<file path="src/rtl/core/assert_macros.svh">
// Assertion helpers shared by the RTL. Every check uses the clock clk and is
// disabled while the asynchronous reset arst_n is low.
`ifndef ASSERT_MACROS_SVH
`define ASSERT_MACROS_SVH

// The consequent must hold in the same cycle as the antecedent.
`define ASSERT_SAME(lbl, ante, cons, msg) \
	lbl: assert property (@(posedge clk) disable iff (!arst_n) (ante) |-> (cons)) \
		else $error(msg);

// The consequent must hold in the cycle after the antecedent.
`define ASSERT_NEXT(lbl, ante, cons, msg) \
	lbl: assert property (@(posedge clk) disable iff (!arst_n) (ante) |=> (cons)) \
		else $error(msg);

`endif

</file>
<file path="src/rtl/core/psmh_ram.sv">
// ----------------------------------------------------------------------------
// psmh_ram
// Generic single-write, single-read synchronous RAM with a registered read.
// ----------------------------------------------------------------------------
module psmh_ram #(
	parameter int WIDTH = 8,
	parameter int DEPTH = 16
) (
	input  logic                     clk,
	input  logic                     we,
	input  logic [$clog2(DEPTH)-1:0] waddr,
	input  logic [WIDTH-1:0]         wdata,
	input  logic [$clog2(DEPTH)-1:0] raddr,
	output logic [WIDTH-1:0]         rdata
);

	logic [WIDTH-1:0] mem [DEPTH];

	always_ff @(posedge clk) begin
		if (we) begin
			mem[waddr] <= wdata;
		end
		rdata <= mem[raddr];
	end

endmodule

</file>
<file path="config.mk">
export PLATFORM = sky130hd
export DESIGN_NAME = psmh_ram
export DESIGN_NICKNAME = d
export VERILOG_FILES = /design/src/rtl/core/assert_macros.svh /design/src/rtl/core/psmh_ram.sv
export SDC_FILE = /design/constraint.sdc
export NUM_CORES = 1
export LEC_CHECK = 0
export BUFFER_PORTS_ARGS = -buffer_cell sky130_fd_sc_hd__buf_2
export CAP_MARGIN = 5
export CORE_ASPECT_RATIO = 1.5
export CORE_MARGIN = 2
export CORE_UTILIZATION = 65
export CTS_CLUSTER_DIAMETER = 120
export CTS_CLUSTER_SIZE = 30
export DETAILED_ROUTE_END_ITERATION = 8
export PLACE_DENSITY = 0.86
export SLEW_MARGIN = 20
export SYNTH_ARGS = -nofsm -noshare
export SYNTH_HDL_FRONTEND = slang
export SYNTH_SLANG_ARGS = --single-unit
</file>
<file path="constraint.sdc">
create_clock -name clk -period 3.2 [get_ports clk]
set_input_delay 0.16 -clock clk [delete_from_list [all_inputs] [get_ports clk]]
set_output_delay 0.16 -clock clk [all_outputs]
set_load 0.01 [all_outputs]
</file>
# --- Yosys cells after proc, flatten, opt, wreduce, memory -nomap -nowiden ---
# Memories as Yosys holds them, arrays and structs flattened. A register that Yosys moved wholly into a read port is not among the register bits.
# Index checks and enable logic that the tools add are counted.
totals:
  reg_bits: 0
  ramBits: 128
  input_bits: 18
  out_inout_bits: 8
  wordCells: 3
  mem_count: 1
memory_table:
  columns: ["name", "words", "width", "rd", "rd_clocked_by_memory_dff", "write_ports", "line", "source"]
  rows:
  - ["mem", 16, 8, 1, 1, 1, "psmh_ram.sv:17", "logic [WIDTH-1:0] mem [DEPTH];"]
classes:
  n_mux: 2
op_table:
  columns: ["op", "n"]
  rows:
  - ["2-to-1 mux 1 bit", 2]

# --- Logic depth before layout (Yosys ltp) ---
logic_depth:
  ltp_word: 2
  ltp_mapped: 5
  ltp_nobuf: 3

# --- Worst setup path before layout ---
# No wires, ideal clock.
synth_path:
  path_kind: "input to register"
  startpoint: "input port waddr[2]"
  endpoint: "memory mem[0][0] (enable)"
  setup_time_ns: 0.383
  arrival_ns: 1.270
  required_ns: 2.817
  path_slack_ns: 1.547
  cell_stages: 2
  n_path_buf: 0
  path_cell_list: "or3b_2 nor3_1"
synth_rtl:
  columns: ["element", "line", "source"]
  rows:
  - ["start, declared", "psmh_ram.sv:11", "input logic [$clog2(DEPTH)-1:0] waddr,"]
  - ["end, declared", "psmh_ram.sv:17", null]
# No word-level cell before the write port.

==> flow_summary_export.csv <==
group,metric,value,unit
outcome,status,"completed",
setup_path,start_kind,"input pin",
sta,fin_skew,8.90,ps
clock_network,clock_latency,430,ps
sta,tns,0,ps
floorplan,die_w,76.7,um
placement,placed_cells,352,
floorplan,rows,39,
placement,place.gp.congestion,0.757,
clock_network,post_cts_buffers,0,
sta,post-route-period-util,0.513,
detailed_routing,drc,0,
synthesis,synth_seq_area_share,0.778,
sta,fmax,610,MHz
cells_and_area,drive_gt1_frac,0.280,
floorplan,core_area,7660,um^2
detailed_routing,first_iter_violations,311,
detailed_routing,vias_per_cell,6.70,
placement,placed_area,5360,um^2
worst_hold_path,hold_path.class,"in -> reg",
cells_and_area,syn_to_final_growth,18.3,%
grt,grt_usage,0.275,
floorplan,start_util,0.672,
cells_and_area,final_cells,384,
clock_network,cts_tree,"built",
clock_network,cts_root_buf,"clkbuf_16",
cells_and_area,finish.instance_area,6090,um^2
grt,grt_pass1_vias,2664,
clock_network,cts_resized,0,
grt,grt_max_degree,33,
cells_and_area,nets,287,
detailed_routing,drt_first_pass_iters,5,
clock_network,cts.sinks,136,
power,ir_drop,0.000914,V
power,power_density,755,nW/um^2
detailed_routing,wirelength,10.6,mm
clock_network,cts_max_level,4,
placement,io_buffers,25,
detailed_routing,ant_nets,0,
synthesis,postSynthCellCount,229,
synthesis,synth_area,5150,um^2
sta,maxSlewViolCount,0,
setup_path,cp_max_fo,19,
sta,post-route-min-period,1640,ps
clock_network,clk_pin_slew,60,ps
floorplan,die_height,113,um
cells_and_area,n_antenna_cell,0,
synthesis,synth_seq_cells,136,
sta,hold_viol,0,
sta,timing.hold.ws,111,ps
cells_and_area,fin_util,0.795,
detailed_routing,wl_per_cell,27.7,um
synthesis,ys_warn_count,0,
sta,max_slew.worst_pin.slew,1020,ps
power,p_leak,2.07,nW
synthesis,avgSynthCellArea,22.5,um^2
power,power,4.60,mW
sta,worst_slack,1560,ps
placement,dp_hpwl,5.79,mm
grt,antenna_found_initial,0,
placement,place_ws,1210,ps
floorplan,ios,26,
floorplan,dieArea,8660,um^2
setup_path,worstPathRequired,3500,ps
setup_path,path_class,"in -> reg",
setup_path,worst_ep_arrival_time,1940,ps
clock_network,clockBufferDepth,2,
synthesis,synth_cell_types,19,
job,cap_violations,0,
sta,rsz0062_at_grt,"false",
setup_path,cp-end-kind,"register",
synthesis,synthesis.nets,247,
sta,setup_viol,0,
grt,grt_pass1_wl,16.1,mm
grt,grt_overflow,0,
sta,max-slew-margin-rel,0.314,
clock_network,postCtsHoldBufs,0,
clock_network,numCtsBuffers,17,
detailed_routing,vias,2573,
==> final cells by class <==
cell class,count,area [um^2]
well taps,102,128
clock buffers,18,429
multi-input cells,83,1060
clock inverters,14,300
fillers,368,1570
repair buffers,31,170
flip-flops and latches,136,4000
==> where the power goes <==
part           switching, mW  leakage, nW  internal [mW]
Clock                  0.721        0.341           1.69
Sequential            0.0127         1.22           1.99
Combinational          0.110        0.501         0.0735
==> sequential cells by signal (all words and copies together) (netlist names) <==
name   flops
rdata      8
mem      128
==> cells in the mapped netlist, drive strengths merged <==
cell type,instances,share of area
edfxtp,128,0.75
mux4,32,0.15
a22oi,16,0.023
nor2,13,0.0095
nand2,9,0.0066
dfxtp,8,0.031
buf,7,0.011
nor3,4,0.0039
clkdlybuf4s25,3,0.0058
nand2b,2,0.0024
nand3b,2,0.0029
and2,1,0.0012
and2b,1,0.0015
nand3,1,0.00097
nor2b,1,0.0012
or3b,1,0.0017
==> placed cells by master (no fill, tap or decap) <==
master,n
a22oi_1,16
and2_1,1
and2b_1,1
buf_2,25
buf_4,6
bufinv_16,9
clkbuf_1,1
clkbuf_16,17
clkinv_1,2
clkinvlp_4,3
dfxtp_1,8
edfxtp_1,128
mux4_1,14
mux4_2,18
nand2_1,9
nand2b_1,2
nand3_1,1
nand3b_1,2
nor2_1,13
nor2b_1,1
nor3_1,4
or3b_2,1
==> worst paths after layout <==
path	slack, ps	cells past startpoint	endpoint	startpoint
max	1560	5	rdata[4]$_DFF_P_	raddr[0]
min	110	1	mem[8][0]$_DFFE_PP_	wdata[0]
max reg2reg	1750	3	rdata[2]$_DFF_P_	mem[10][2]$_DFFE_PP_
min reg2reg	670	3	rdata[5]$_DFF_P_	mem[15][5]$_DFFE_PP_
==> layer usage <==
layer	up-vias	global-route usage	share of wire
met2	150	0.460	0.54
met1	1343	0.334	0.37
met4	0	0.120	0.026
met5	-	0	0
met3	24	0.0829	0.073
li1	1056	-	-
==> logic make-up after synthesis <==
| logic type | Yosys count | synth area share |
|---|---|---|
| flip-flops | 136 | 0.778 |
| AND/OR/NAND/NOR | 35 | 0.0318 |
| multiplexers | 32 | 0.150 |
| AO/OA/AOI/OAI | 16 | 0.0233 |
| buffers and inverters | 10 | 0.0168 |
==> critical path, stage by stage <==
cell	delay [ps]
buf_2	490
buf_4	340
mux4_2	550
a22oi_1	300
nand2_1	100
(Power assumes the default switching activity.)
